## config.mk

```make
export PLATFORM = sky130hd
export DESIGN_NAME = i2c_master_byte_engine
export DESIGN_NICKNAME = d
export VERILOG_FILES = /design/src/rtl/core/i2cm_pkg.sv /design/src/rtl/core/i2cm_front.sv /design/src/rtl/core/i2cm_queue.sv /design/src/rtl/core/i2cm_engine.sv /design/src/rtl/core/i2c_master_byte_engine.sv
export SDC_FILE = /design/constraint.sdc
export NUM_CORES = 1
export LEC_CHECK = 0
export BUFFER_PORTS_ARGS = -buffer_cell sky130_fd_sc_hd__buf_2
export CORE_MARGIN = 2
export CORE_UTILIZATION = 45
export DETAILED_ROUTE_END_ITERATION = 10
export PLACE_DENSITY_LB_ADDON = 0.3
export SETUP_SLACK_MARGIN = 0.4
export SYNTH_ARGS = -nofsm -noshare
export SYNTH_HDL_FRONTEND = slang
export SYNTH_SLANG_ARGS = --single-unit
export TNS_END_PERCENT = 20
```

## constraint.sdc

```tcl
create_clock -name clk -period 4 [get_ports clk]
set_clock_uncertainty 0.05 [all_clocks]
set_input_delay 0 -clock clk [delete_from_list [all_inputs] [get_ports clk]]
set_output_delay 0 -clock clk [all_outputs]
set_load 0.1 [all_outputs]
```

## src/rtl/core/i2cm_pkg.sv

```systemverilog
// Types, constants and register codes of the I2C master byte engine.
package i2cm_pkg;

	localparam int QUEUE_DEPTH = 4;

	localparam int CFG_IDX_W = 1;
	localparam logic [CFG_IDX_W-1:0] REG_TICKS_PER_UNIT = 1'b0;
	localparam logic [CFG_IDX_W-1:0] REG_ACK_TIMEOUT    = 1'b1;

	localparam logic [7:0] TICKS_PER_UNIT_RESET = 8'd8;
	localparam logic [7:0] ACK_TIMEOUT_RESET    = 8'd250;

	localparam logic [2:0] FUNC_NONE  = 3'd0;
	localparam logic [2:0] FUNC_START = 3'd1;
	localparam logic [2:0] FUNC_STOP  = 3'd2;
	localparam logic [2:0] FUNC_WRITE = 3'd3;
	localparam logic [2:0] FUNC_READ  = 3'd4;

	localparam logic [3:0] BITS_PER_BYTE = 4'd8;

	typedef enum logic [2:0] {
		CMD_NONE,
		CMD_START,
		CMD_STOP,
		CMD_WRITE,
		CMD_READ
	} cmd_t;

	typedef enum logic [3:0] {
		PH_IDLE,
		PH_START_A,
		PH_START_B,
		PH_STOP_A,
		PH_STOP_B,
		PH_WR_LOW,
		PH_WR_HIGH,
		PH_ACK_LOW,
		PH_ACK_RISE,
		PH_ACK_WAIT,
		PH_RD_LOW,
		PH_RD_HIGH,
		PH_ANS_LOW,
		PH_ANS_HIGH
	} phase_t;

	typedef struct packed {
		logic [2:0] func;
		logic [7:0] tx_byte;
		logic       send_nack;
		logic       sda_in;
	} in_item_t;

	typedef struct packed {
		logic       scl_out;
		logic       sda_out;
		logic       sda_drive;
		logic       busy_res;
		logic       done_res;
		logic [7:0] rx_byte;
		logic       ack_missing;
	} out_item_t;

	typedef struct packed {
		cmd_t       cmd;
		logic [7:0] tx_byte;
		logic       send_nack;
		logic       sda_in;
	} tick_t;

	typedef struct packed {
		logic scl;
		logic sda;
		logic drv;
	} lines_t;

	typedef struct packed {
		logic full;
		logic empty;
	} queue_stat_t;

endpackage

```

## src/rtl/core/i2cm_front.sv

```systemverilog
// Front end: accepts tick items and classifies the command code.
module i2cm_front import i2cm_pkg::*; (
	input  logic        in_valid,
	output logic        in_stall,
	input  in_item_t    in_item,
	input  queue_stat_t stat,
	output logic        push,
	output tick_t       push_item
);

	cmd_t cmd;

	always_comb begin
		unique case (in_item.func)
			FUNC_START: cmd = CMD_START;
			FUNC_STOP:  cmd = CMD_STOP;
			FUNC_WRITE: cmd = CMD_WRITE;
			FUNC_READ:  cmd = CMD_READ;
			default:    cmd = CMD_NONE;
		endcase
	end

	assign in_stall = stat.full;
	assign push     = in_valid && !stat.full;

	assign push_item.cmd       = cmd;
	assign push_item.tx_byte   = in_item.tx_byte;
	assign push_item.send_nack = in_item.send_nack;
	assign push_item.sda_in    = in_item.sda_in;

endmodule

```

## src/rtl/core/i2cm_queue.sv

```systemverilog
// Short first-in first-out queue of classified ticks between front and engine.
module i2cm_queue import i2cm_pkg::*; #(
	parameter int Depth = QUEUE_DEPTH
) (
	input  logic        clk,
	input  logic        arst_n,
	input  logic        push,
	input  tick_t       push_item,
	input  logic        pop,
	output tick_t       pop_item,
	output queue_stat_t stat
);

	localparam int PtrW = (Depth > 1) ? $clog2(Depth) : 1;
	localparam int CntW = $clog2(Depth + 1);
	localparam logic [PtrW-1:0] LastPtr = PtrW'(Depth - 1);
	localparam logic [CntW-1:0] FullCnt = CntW'(Depth);

	tick_t           entries_q [Depth];
	logic [PtrW-1:0] wr_ptr_q;
	logic [PtrW-1:0] rd_ptr_q;
	logic [CntW-1:0] count_q;

	always_ff @(posedge clk) begin
		if (push) begin
			entries_q[wr_ptr_q] <= push_item;
		end
	end

	always_ff @(posedge clk or negedge arst_n) begin
		if (!arst_n) begin
			wr_ptr_q <= '0;
			rd_ptr_q <= '0;
			count_q  <= '0;
		end else begin
			if (push) begin
				wr_ptr_q <= (wr_ptr_q == LastPtr) ? '0 : wr_ptr_q + 1'b1;
			end
			if (pop) begin
				rd_ptr_q <= (rd_ptr_q == LastPtr) ? '0 : rd_ptr_q + 1'b1;
			end
			if (push && !pop) begin
				count_q <= count_q + 1'b1;
			end else if (pop && !push) begin
				count_q <= count_q - 1'b1;
			end
		end
	end

	assign pop_item   = entries_q[rd_ptr_q];
	assign stat.full  = (count_q == FullCnt);
	assign stat.empty = (count_q == '0);

endmodule

```

## src/rtl/core/i2cm_engine.sv

```systemverilog
// Back end: bus phase machine, one tick per unstalled cycle; result register.
module i2cm_engine import i2cm_pkg::*; (
	input  logic                 clk,
	input  logic                 arst_n,
	input  logic                 cfg_we,
	input  logic [CFG_IDX_W-1:0] cfg_index,
	input  logic [7:0]           cfg_data,
	input  tick_t                pop_item,
	input  queue_stat_t          stat,
	output logic                 pop,
	output logic                 out_valid,
	input  logic                 out_stall,
	output out_item_t            out_item
);

	logic [7:0] tpu_q;
	logic [7:0] ack_timeout_q;

	phase_t     phase_q, n_phase;
	logic [9:0] delay_q, n_delay;
	logic [3:0] bit_q, n_bit;
	logic [7:0] shift_q, n_shift;
	logic [7:0] wait_q, n_wait;
	lines_t     lines_q, n_lines;
	logic       nack_q, n_nack;
	logic       miss_q, n_miss;
	logic       n_done;
	logic [7:0] rx_q, n_rx;

	logic       out_valid_q;
	out_item_t  out_item_q;
	logic       advance;

	logic [7:0] unit;
	logic [9:0] dly1, dly2, dly4;
	logic [7:0] sh_next;
	logic [3:0] bit_next;

	assign advance = !stat.empty && (!out_valid_q || !out_stall);
	assign pop     = advance;

	// A zero unit length counts as one tick.
	assign unit = (tpu_q == 8'd0) ? 8'd1 : tpu_q;
	assign dly1 = {2'b00, unit} - 10'd1;
	assign dly2 = {1'b0, unit, 1'b0} - 10'd1;
	assign dly4 = {unit, 2'b00} - 10'd1;

	always_comb begin
		n_phase  = phase_q;
		n_delay  = delay_q;
		n_bit    = bit_q;
		n_shift  = shift_q;
		n_wait   = wait_q;
		n_lines  = lines_q;
		n_nack   = nack_q;
		n_miss   = miss_q;
		n_rx     = rx_q;
		n_done   = 1'b0;
		sh_next  = 8'd0;
		bit_next = bit_q + 4'd1;

		if (phase_q == PH_IDLE) begin
			unique case (pop_item.cmd)
				CMD_START: begin
					n_phase = PH_START_A;
					n_delay = dly4;
					n_lines = '{scl: 1'b1, sda: 1'b1, drv: 1'b1};
				end
				CMD_STOP: begin
					n_phase = PH_STOP_A;
					n_delay = dly4;
					n_lines = '{scl: 1'b0, sda: 1'b0, drv: 1'b1};
				end
				CMD_WRITE: begin
					n_shift = pop_item.tx_byte;
					n_bit   = 4'd0;
					n_miss  = 1'b0;
					n_phase = PH_WR_LOW;
					n_delay = dly2;
					n_lines = '{scl: 1'b0, sda: pop_item.tx_byte[7], drv: 1'b1};
				end
				CMD_READ: begin
					n_shift = 8'd0;
					n_bit   = 4'd0;
					n_nack  = pop_item.send_nack;
					n_phase = PH_RD_LOW;
					n_delay = dly2;
					n_lines = '{scl: 1'b0, sda: 1'b1, drv: 1'b0};
				end
				default: begin
				end
			endcase
		end else if (phase_q == PH_ACK_WAIT) begin
			if (!pop_item.sda_in) begin
				n_lines.scl = 1'b0;
				n_phase     = PH_IDLE;
				n_delay     = 10'd0;
				n_done      = 1'b1;
			end else if (wait_q >= ack_timeout_q) begin
				// No acknowledge in time: release the bus with a stop of our own.
				n_miss  = 1'b1;
				n_phase = PH_STOP_A;
				n_delay = dly4;
				n_lines = '{scl: 1'b0, sda: 1'b0, drv: 1'b1};
			end else begin
				n_wait = wait_q + 8'd1;
			end
		end else if (delay_q != 10'd0) begin
			n_delay = delay_q - 10'd1;
		end else begin
			unique case (phase_q)
				PH_START_A: begin
					n_phase = PH_START_B;
					n_delay = dly4;
					n_lines = '{scl: 1'b1, sda: 1'b0, drv: 1'b1};
				end
				PH_START_B: begin
					n_lines = '{scl: 1'b0, sda: 1'b0, drv: 1'b1};
					n_phase = PH_IDLE;
					n_delay = 10'd0;
					n_done  = 1'b1;
				end
				PH_STOP_A: begin
					n_phase = PH_STOP_B;
					n_delay = dly4;
					n_lines = '{scl: 1'b1, sda: 1'b1, drv: 1'b1};
				end
				PH_STOP_B: begin
					n_phase = PH_IDLE;
					n_delay = 10'd0;
					n_done  = 1'b1;
				end
				PH_WR_LOW: begin
					n_phase     = PH_WR_HIGH;
					n_delay     = dly2;
					n_lines.scl = 1'b1;
				end
				PH_WR_HIGH: begin
					sh_next = {shift_q[6:0], 1'b0};
					n_shift = sh_next;
					n_bit   = bit_next;
					if (bit_next < BITS_PER_BYTE) begin
						n_phase = PH_WR_LOW;
						n_delay = dly2;
						n_lines = '{scl: 1'b0, sda: sh_next[7], drv: 1'b1};
					end else begin
						n_wait  = 8'd0;
						n_phase = PH_ACK_LOW;
						n_delay = dly1;
						n_lines = '{scl: 1'b0, sda: 1'b1, drv: 1'b0};
					end
				end
				PH_ACK_LOW: begin
					n_phase = PH_ACK_RISE;
					n_delay = dly1;
					n_lines = '{scl: 1'b1, sda: 1'b1, drv: 1'b0};
				end
				PH_ACK_RISE: begin
					n_phase = PH_ACK_WAIT;
					n_delay = 10'd0;
				end
				PH_RD_LOW: begin
					n_phase = PH_RD_HIGH;
					n_delay = dly2;
					n_lines = '{scl: 1'b1, sda: 1'b1, drv: 1'b0};
				end
				PH_RD_HIGH: begin
					sh_next = {shift_q[6:0], pop_item.sda_in};
					n_shift = sh_next;
					n_bit   = bit_next;
					if (bit_next < BITS_PER_BYTE) begin
						n_phase = PH_RD_LOW;
						n_delay = dly2;
						n_lines = '{scl: 1'b0, sda: 1'b1, drv: 1'b0};
					end else begin
						n_rx    = sh_next;
						n_phase = PH_ANS_LOW;
						n_delay = dly2;
						n_lines = '{scl: 1'b0, sda: nack_q, drv: 1'b1};
					end
				end
				PH_ANS_LOW: begin
					n_phase     = PH_ANS_HIGH;
					n_delay     = dly2;
					n_lines.scl = 1'b1;
				end
				PH_ANS_HIGH: begin
					n_lines.scl = 1'b0;
					n_phase     = PH_IDLE;
					n_delay     = 10'd0;
					n_done      = 1'b1;
				end
				default: begin
					n_phase = PH_IDLE;
					n_delay = 10'd0;
				end
			endcase
		end
	end

	always_ff @(posedge clk or negedge arst_n) begin
		if (!arst_n) begin
			tpu_q         <= TICKS_PER_UNIT_RESET;
			ack_timeout_q <= ACK_TIMEOUT_RESET;
			phase_q       <= PH_IDLE;
			delay_q       <= '0;
			bit_q         <= '0;
			shift_q       <= '0;
			wait_q        <= '0;
			lines_q       <= '{scl: 1'b1, sda: 1'b1, drv: 1'b1};
			nack_q        <= 1'b0;
			miss_q        <= 1'b0;
			rx_q          <= '0;
			out_valid_q   <= 1'b0;
		end else begin
			if (cfg_we) begin
				unique case (cfg_index)
					REG_TICKS_PER_UNIT: tpu_q         <= cfg_data;
					REG_ACK_TIMEOUT:    ack_timeout_q <= cfg_data;
					default: begin
					end
				endcase
			end
			if (advance) begin
				phase_q <= n_phase;
				delay_q <= n_delay;
				bit_q   <= n_bit;
				shift_q <= n_shift;
				wait_q  <= n_wait;
				lines_q <= n_lines;
				nack_q  <= n_nack;
				miss_q  <= n_miss;
				rx_q    <= n_rx;
			end
			if (advance) begin
				out_valid_q <= 1'b1;
			end else if (!out_stall) begin
				out_valid_q <= 1'b0;
			end
		end
	end

	always_ff @(posedge clk) begin
		if (advance) begin
			out_item_q.scl_out     <= n_lines.scl;
			out_item_q.sda_out     <= n_lines.sda;
			out_item_q.sda_drive   <= n_lines.drv;
			out_item_q.busy_res    <= (n_phase != PH_IDLE);
			out_item_q.done_res    <= n_done;
			out_item_q.rx_byte     <= n_rx;
			out_item_q.ack_missing <= n_miss;
		end
	end

	assign out_valid = out_valid_q;
	assign out_item  = out_item_q;

endmodule

```

## src/rtl/core/i2c_master_byte_engine.sv

```systemverilog
// Top level of the tick-driven I2C master byte engine.
// Usage: every input item on in_valid/in_stall/in_item is one bus timing tick
// carrying the sampled SDA level and, when the engine is idle, a command
// (start, stop, write byte with ACK check, read byte with ACK or NACK answer).
// Each tick produces exactly one result item on out_valid/out_stall/out_item
// with the pin levels, busy, done pulse, received byte and ACK-missing flag.
// A taken item enters the queue; its result then goes to the result register.
// Throughput: one item per cycle unless stalled; the phase machine retires
// one tick a cycle and the classifying front feeds it through a short queue.
// When the receiver stalls, the result register holds and the queue fills;
// in_stall rises once the queue is full and drops as soon as an entry frees.
// Reset empties the queue and the result register, puts the engine idle with
// SCL and SDA driven high, and loads ticks_per_unit 8 and ack_timeout 250.
// Write registers via cfg_we/cfg_index/cfg_data only while idle (unchecked).
module i2c_master_byte_engine import i2cm_pkg::*; #(
	parameter int QueueDepth = QUEUE_DEPTH
) (
	input  logic                 clk,
	input  logic                 arst_n,
	input  logic                 cfg_we,
	input  logic [CFG_IDX_W-1:0] cfg_index,
	input  logic [7:0]           cfg_data,
	input  logic                 in_valid,
	output logic                 in_stall,
	input  in_item_t             in_item,
	output logic                 out_valid,
	input  logic                 out_stall,
	output out_item_t            out_item
);

	queue_stat_t stat;
	logic        push;
	logic        pop;
	tick_t       push_item;
	tick_t       pop_item;

	i2cm_front u_front (
		.in_valid  (in_valid),
		.in_stall  (in_stall),
		.in_item   (in_item),
		.stat      (stat),
		.push      (push),
		.push_item (push_item)
	);

	i2cm_queue #(
		.Depth (QueueDepth)
	) u_queue (
		.clk       (clk),
		.arst_n    (arst_n),
		.push      (push),
		.push_item (push_item),
		.pop       (pop),
		.pop_item  (pop_item),
		.stat      (stat)
	);

	i2cm_engine u_engine (
		.clk       (clk),
		.arst_n    (arst_n),
		.cfg_we    (cfg_we),
		.cfg_index (cfg_index),
		.cfg_data  (cfg_data),
		.pop_item  (pop_item),
		.stat      (stat),
		.pop       (pop),
		.out_valid (out_valid),
		.out_stall (out_stall),
		.out_item  (out_item)
	);

endmodule

```

==> run summary <==
The run finished with clean final reports. The worst setup path is captured at a flip-flop. The cell with the largest stage delay on the worst path is or4b_1.

The critical path in this run is classified as reg2reg. The number of max-cap violations is 0. The height of the die came out at 131 um. Traced cell by cell, the critical path runs through inv_1 -> ha_1 -> nor3b_4 -> and3_1 -> mux2_4 -> a2111oi_4 -> or4b_1 -> or3_1. On the worst path, the slowest cell contributes a delay of 460 ps. Summed over all layers, the global routing overflow is 0. For this run, the detailed router's first-pass iteration total came to 7. The cell area after synthesis was 7240 um2; the peak ir drop on the vdd network was 0.424 mV. For the detailed placer's ending HPWL, the log shows 11500 um.

From left edge to right edge, the die measures 131 um. Clock-pin slew was measured on the worst setup and hold paths at 60 ps. Setup total negative slack on the finished layout was measured at 0 ps.

Including well taps, the total number of placed cells is 894. In the routed design, unresolved DRC markers number 0. Setup repair after global routing left no endpoint under its margin. For this run, the number of Yosys warnings is 0. The detailed-route wire length is 16500 um.

Once detail routing completed, the nets flagged for antenna violations numbered 0. STA classifies the critical path startpoint as a flip-flop. The kind of cell with the highest combined delay along the critical path is simple AND/OR/NAND/NOR gates. The floorplan step defined a die boundary enclosing 17100 um2. The area inside the core boundary is 15800 um2, and the synthesis-to-finish area growth is 17.6%. Hold timing on the final database bottoms out at a slack of 20.6 ps. After synthesis the netlist holds a flip-flop and latch count of 136. The number of buffers added on ports is 42. The logs give 51.7% for the share of synthesized area occupied by flip-flops and latches and 0 for the final number of hold-violating endpoints. The tree built by TritonCTS fans out to 136 sinks.

The detail-routed via count per cell was 5.68; the number of buffer and inverter instances along the worst setup path was 1. Initial cell density of the core: 45.7%. At the end of the flow, the number of nets in the layout was 769. In this run the power density over the cells is 716 nW/um2. The worst pin sits at a relative slew slack of 28.8%. The congestion estimate from routability-driven global placement came to 0.925.

The overall routing resource usage is 20.8%. The run gives 430 ps as the insertion delay of the later-clocked pin in the worst-skew pair. In the finished design, the share of the clock period the worst path needs comes to 80.4%. The filler cells instantiated in the layout total 1359. Count of endpoints failing setup in the final report: 0. Data on the critical path is required at its endpoint by 4110 ps. The number of resized instances in the post-cts repair step is 0, and the post-synthesis cell count is 653. When the netlist entered floorplanning its net count stood at 699.

The first routing iteration left 320 violations. In this run, distinct cell masters in the synthesized netlist total 74. The tree is rooted in a clkbuf_16. The largest net degree at the start of global routing was 42; the depth of the CTS H-tree was 4. The first global-routing pass estimated 27400 um of wire. Type of the worst min-delay path: in2reg.

The smallest clock period supported by the final layout is computed as 3220 ps. The slew of the pin with the lowest slew margin was 1050 ps; the mean instance size in the synthesized netlist was 11.1 um2. The number of placement rows is 46. Via count of the first global-routing pass: 5326.

The post-route netlist has 21.9% of its cells at a drive strength greater than 1. The total design power was 6.10 mW. Across all layers, the routed design uses 5406 vias. Final cell count without fillers: 952. The most instantiated flip-flop cell in the synthesis netlist was edfxtp_1. In this run the count of I/O pins placed on the die edge is 43. Counting the buffers created by CTS gives 17.

Yosys mapped a number of flops with a built-in enable equal to 66. Along the worst path, the maximum fanout reaches 8. The initial antenna violation count is 0, and the data arrival at the endpoint of the critical path is 3330 ps. The number of buffers on the longest clock path was 2; the average detailed-routed wire length per instance was 17.3 um. For the leakage dissipation, the log shows 3.40 nW. The logs give 0 for the count of antenna diodes in the layout and 0 for the total count of max-transition violations in the final report. TritonCTS built the clock tree. The fraction of synthesis flops using an asynchronous set or reset pin was 51.5%; the highest clock frequency the design can meet was 311 MHz.
==> final cells by class <==
type | instances | area [um2] | area share, %
clock buffers | 17 | 425 | 5.00
clock inverters | 15 | 131 | 1.54
repair buffers | 86 | 606 | 7.11
multi-input cells | 461 | 3260 | 38.3
well taps | 216 | 270 | 3.17
inverters | 21 | 78.8 | 0.926
flip-flops and latches | 136 | 3750 | 44.0
==> tightest hold or removal path, stage by stage <==
cell,delay (ps)
buf_2,90
nor2b_1,200
o21ai_0,160
==> where the power goes <==
part / switching [mW] / internal [mW] / total [mW]
clock network: 0.654 / 0.818 / 1.47
logic: 1.62 / 0.889 / 2.51
registers: 0.255 / 1.86 / 2.12
==> sequential cells by signal, summed over array words and instances, names as in the netlist <==
signal and flops:
u_engine.lines_q 3, u_engine.bit_q 4, u_engine.shift_q 7, u_queue.count_q 3, u_engine.out_valid 1, u_engine.out_item 14
u_engine.phase_q 4, u_queue.rd_ptr_q 2, u_engine.tpu_q 8, u_engine.rx_q 8, u_engine.wait_q 8, u_engine.ack_timeout_q 8
u_engine.miss_q 1, u_engine.delay_q 10, u_queue.wr_ptr_q 2, u_queue.entries_q 52, u_engine.nack_q 1
==> cell usage in the layout (no fill, tap or decap), types with 6 or more instances in the layout <==
master         count
dfstp_2           10
o31ai_1            9
and2_1             9
xor2_1             8
inv_6              6
o21ai_0           37
a211oi_1           8
a31oi_1           18
edfxtp_1          66
dlygate4sd3_1     26
and3_1             6
clkbuf_16         17
ha_1              18
inv_1             20
xnor2_1            7
mux4_2            11
mux2i_1            7
a21oi_1           32
nand2b_1           9
mux2_2            34
dfrtp_1           60
nand2_1           53
buf_2             42
buf_4             18
nand3_1           25
nor3_1            16
o22ai_1            9
nor2b_1           11
nor2_1            59
==> cells in the mapped netlist (4+ instances only) <==
master	instances	area, um2
clkbuf_1	26	97.6
a31oi_1	18	113
nand2b_1	9	56.3
and2_1	9	56.3
a211oi_1	9	67.6
o221ai_1	4	35.0
a21oi_1	32	160
ha_1	18	225
mux2i_1	7	70.1
and3_1	6	37.5
o22ai_1	9	56.3
nor2_1	59	221
nand2_1	53	199
o31ai_1	9	67.6
mux2_2	34	383
dfrtp_1	60	1500
xor2_1	8	70.1
dfstp_2	10	263
nor3b_1	4	30.0
buf_6	4	45.0
mux4_2	11	248
edfxtp_1	66	1980
nor3_1	16	80.1
xnor2_1	7	61.3
nor2b_1	11	68.8
nand3_1	25	125
or3_1	4	25.0
inv_1	20	75.1
o21ai_0	37	185
buf_2	4	20.0
==> layer usage <==
| layer | vias to the layer above | wire length [um] | track usage (%) |
|---|---|---|---|
| li1 | 2588 | - | - |
| met4 | 0 | 292 | 8.51 |
| met3 | 19 | 758 | 4.32 |
| met1 | 2636 | 7500 | 27.1 |
| met5 | - | 0 | 0 |
| met2 | 163 | 7970 | 34.2 |
==> per-stage QoR <==
stage | util, % | setup WS [ps] | instance area (um2)
6_report | 53.8 | 783 | 8520
3_5_place_dp | 48.6 | 826 | 7700
2_1_floorplan | - | 900 | 7240
3_3_place_gp | 48.6 | 952 | 7700
5_1_grt | 53.8 | 644 | 8520
4_1_cts | 53.8 | 825 | 8520
==> logic make-up after synthesis <==
| logic type | Yosys count | synth area share, % |
|---|---|---|
| adders and majority gates | 20 | 3.53 |
| xor gates and xnor gates | 15 | 1.81 |
| and+or+nand+nor | 218 | 15.2 |
| AOI/OAI and AO/OA | 153 | 13.8 |
| buffers and inverters | 56 | 3.39 |
| DFF | 136 | 51.7 |
| muxes | 55 | 10.6 |
==> worst paths after layout <==
| kind | start | endpoint | slack [ps] | cells past startpoint |
|---|---|---|---|---|
| hold / removal | in_valid | u_queue.wr_ptr_q[0] | 20 | 3 |
| setup reg to reg | u_engine.delay_q[0] | u_engine.out_item[10] | 780 | 8 |
| hold reg to reg | u_queue.count_q[2] | u_queue.count_q[2] | 440 | 1 |
| setup / recovery | u_engine.delay_q[0] | u_engine.out_item[10] | 780 | 8 |
| min in group asynchronous | arst_n | u_queue.rd_ptr_q[1] | 110 | 2 |
| max in group asynchronous | arst_n | u_engine.tpu_q[3] | 2750 | 3 |
==> timing repair <==
item,CTS,global route
endpoints found under the hold margin,95,0
hold buffers,26,0
setup buffers,0,0
No activity file was read; power rests on OpenSTA's default activity.
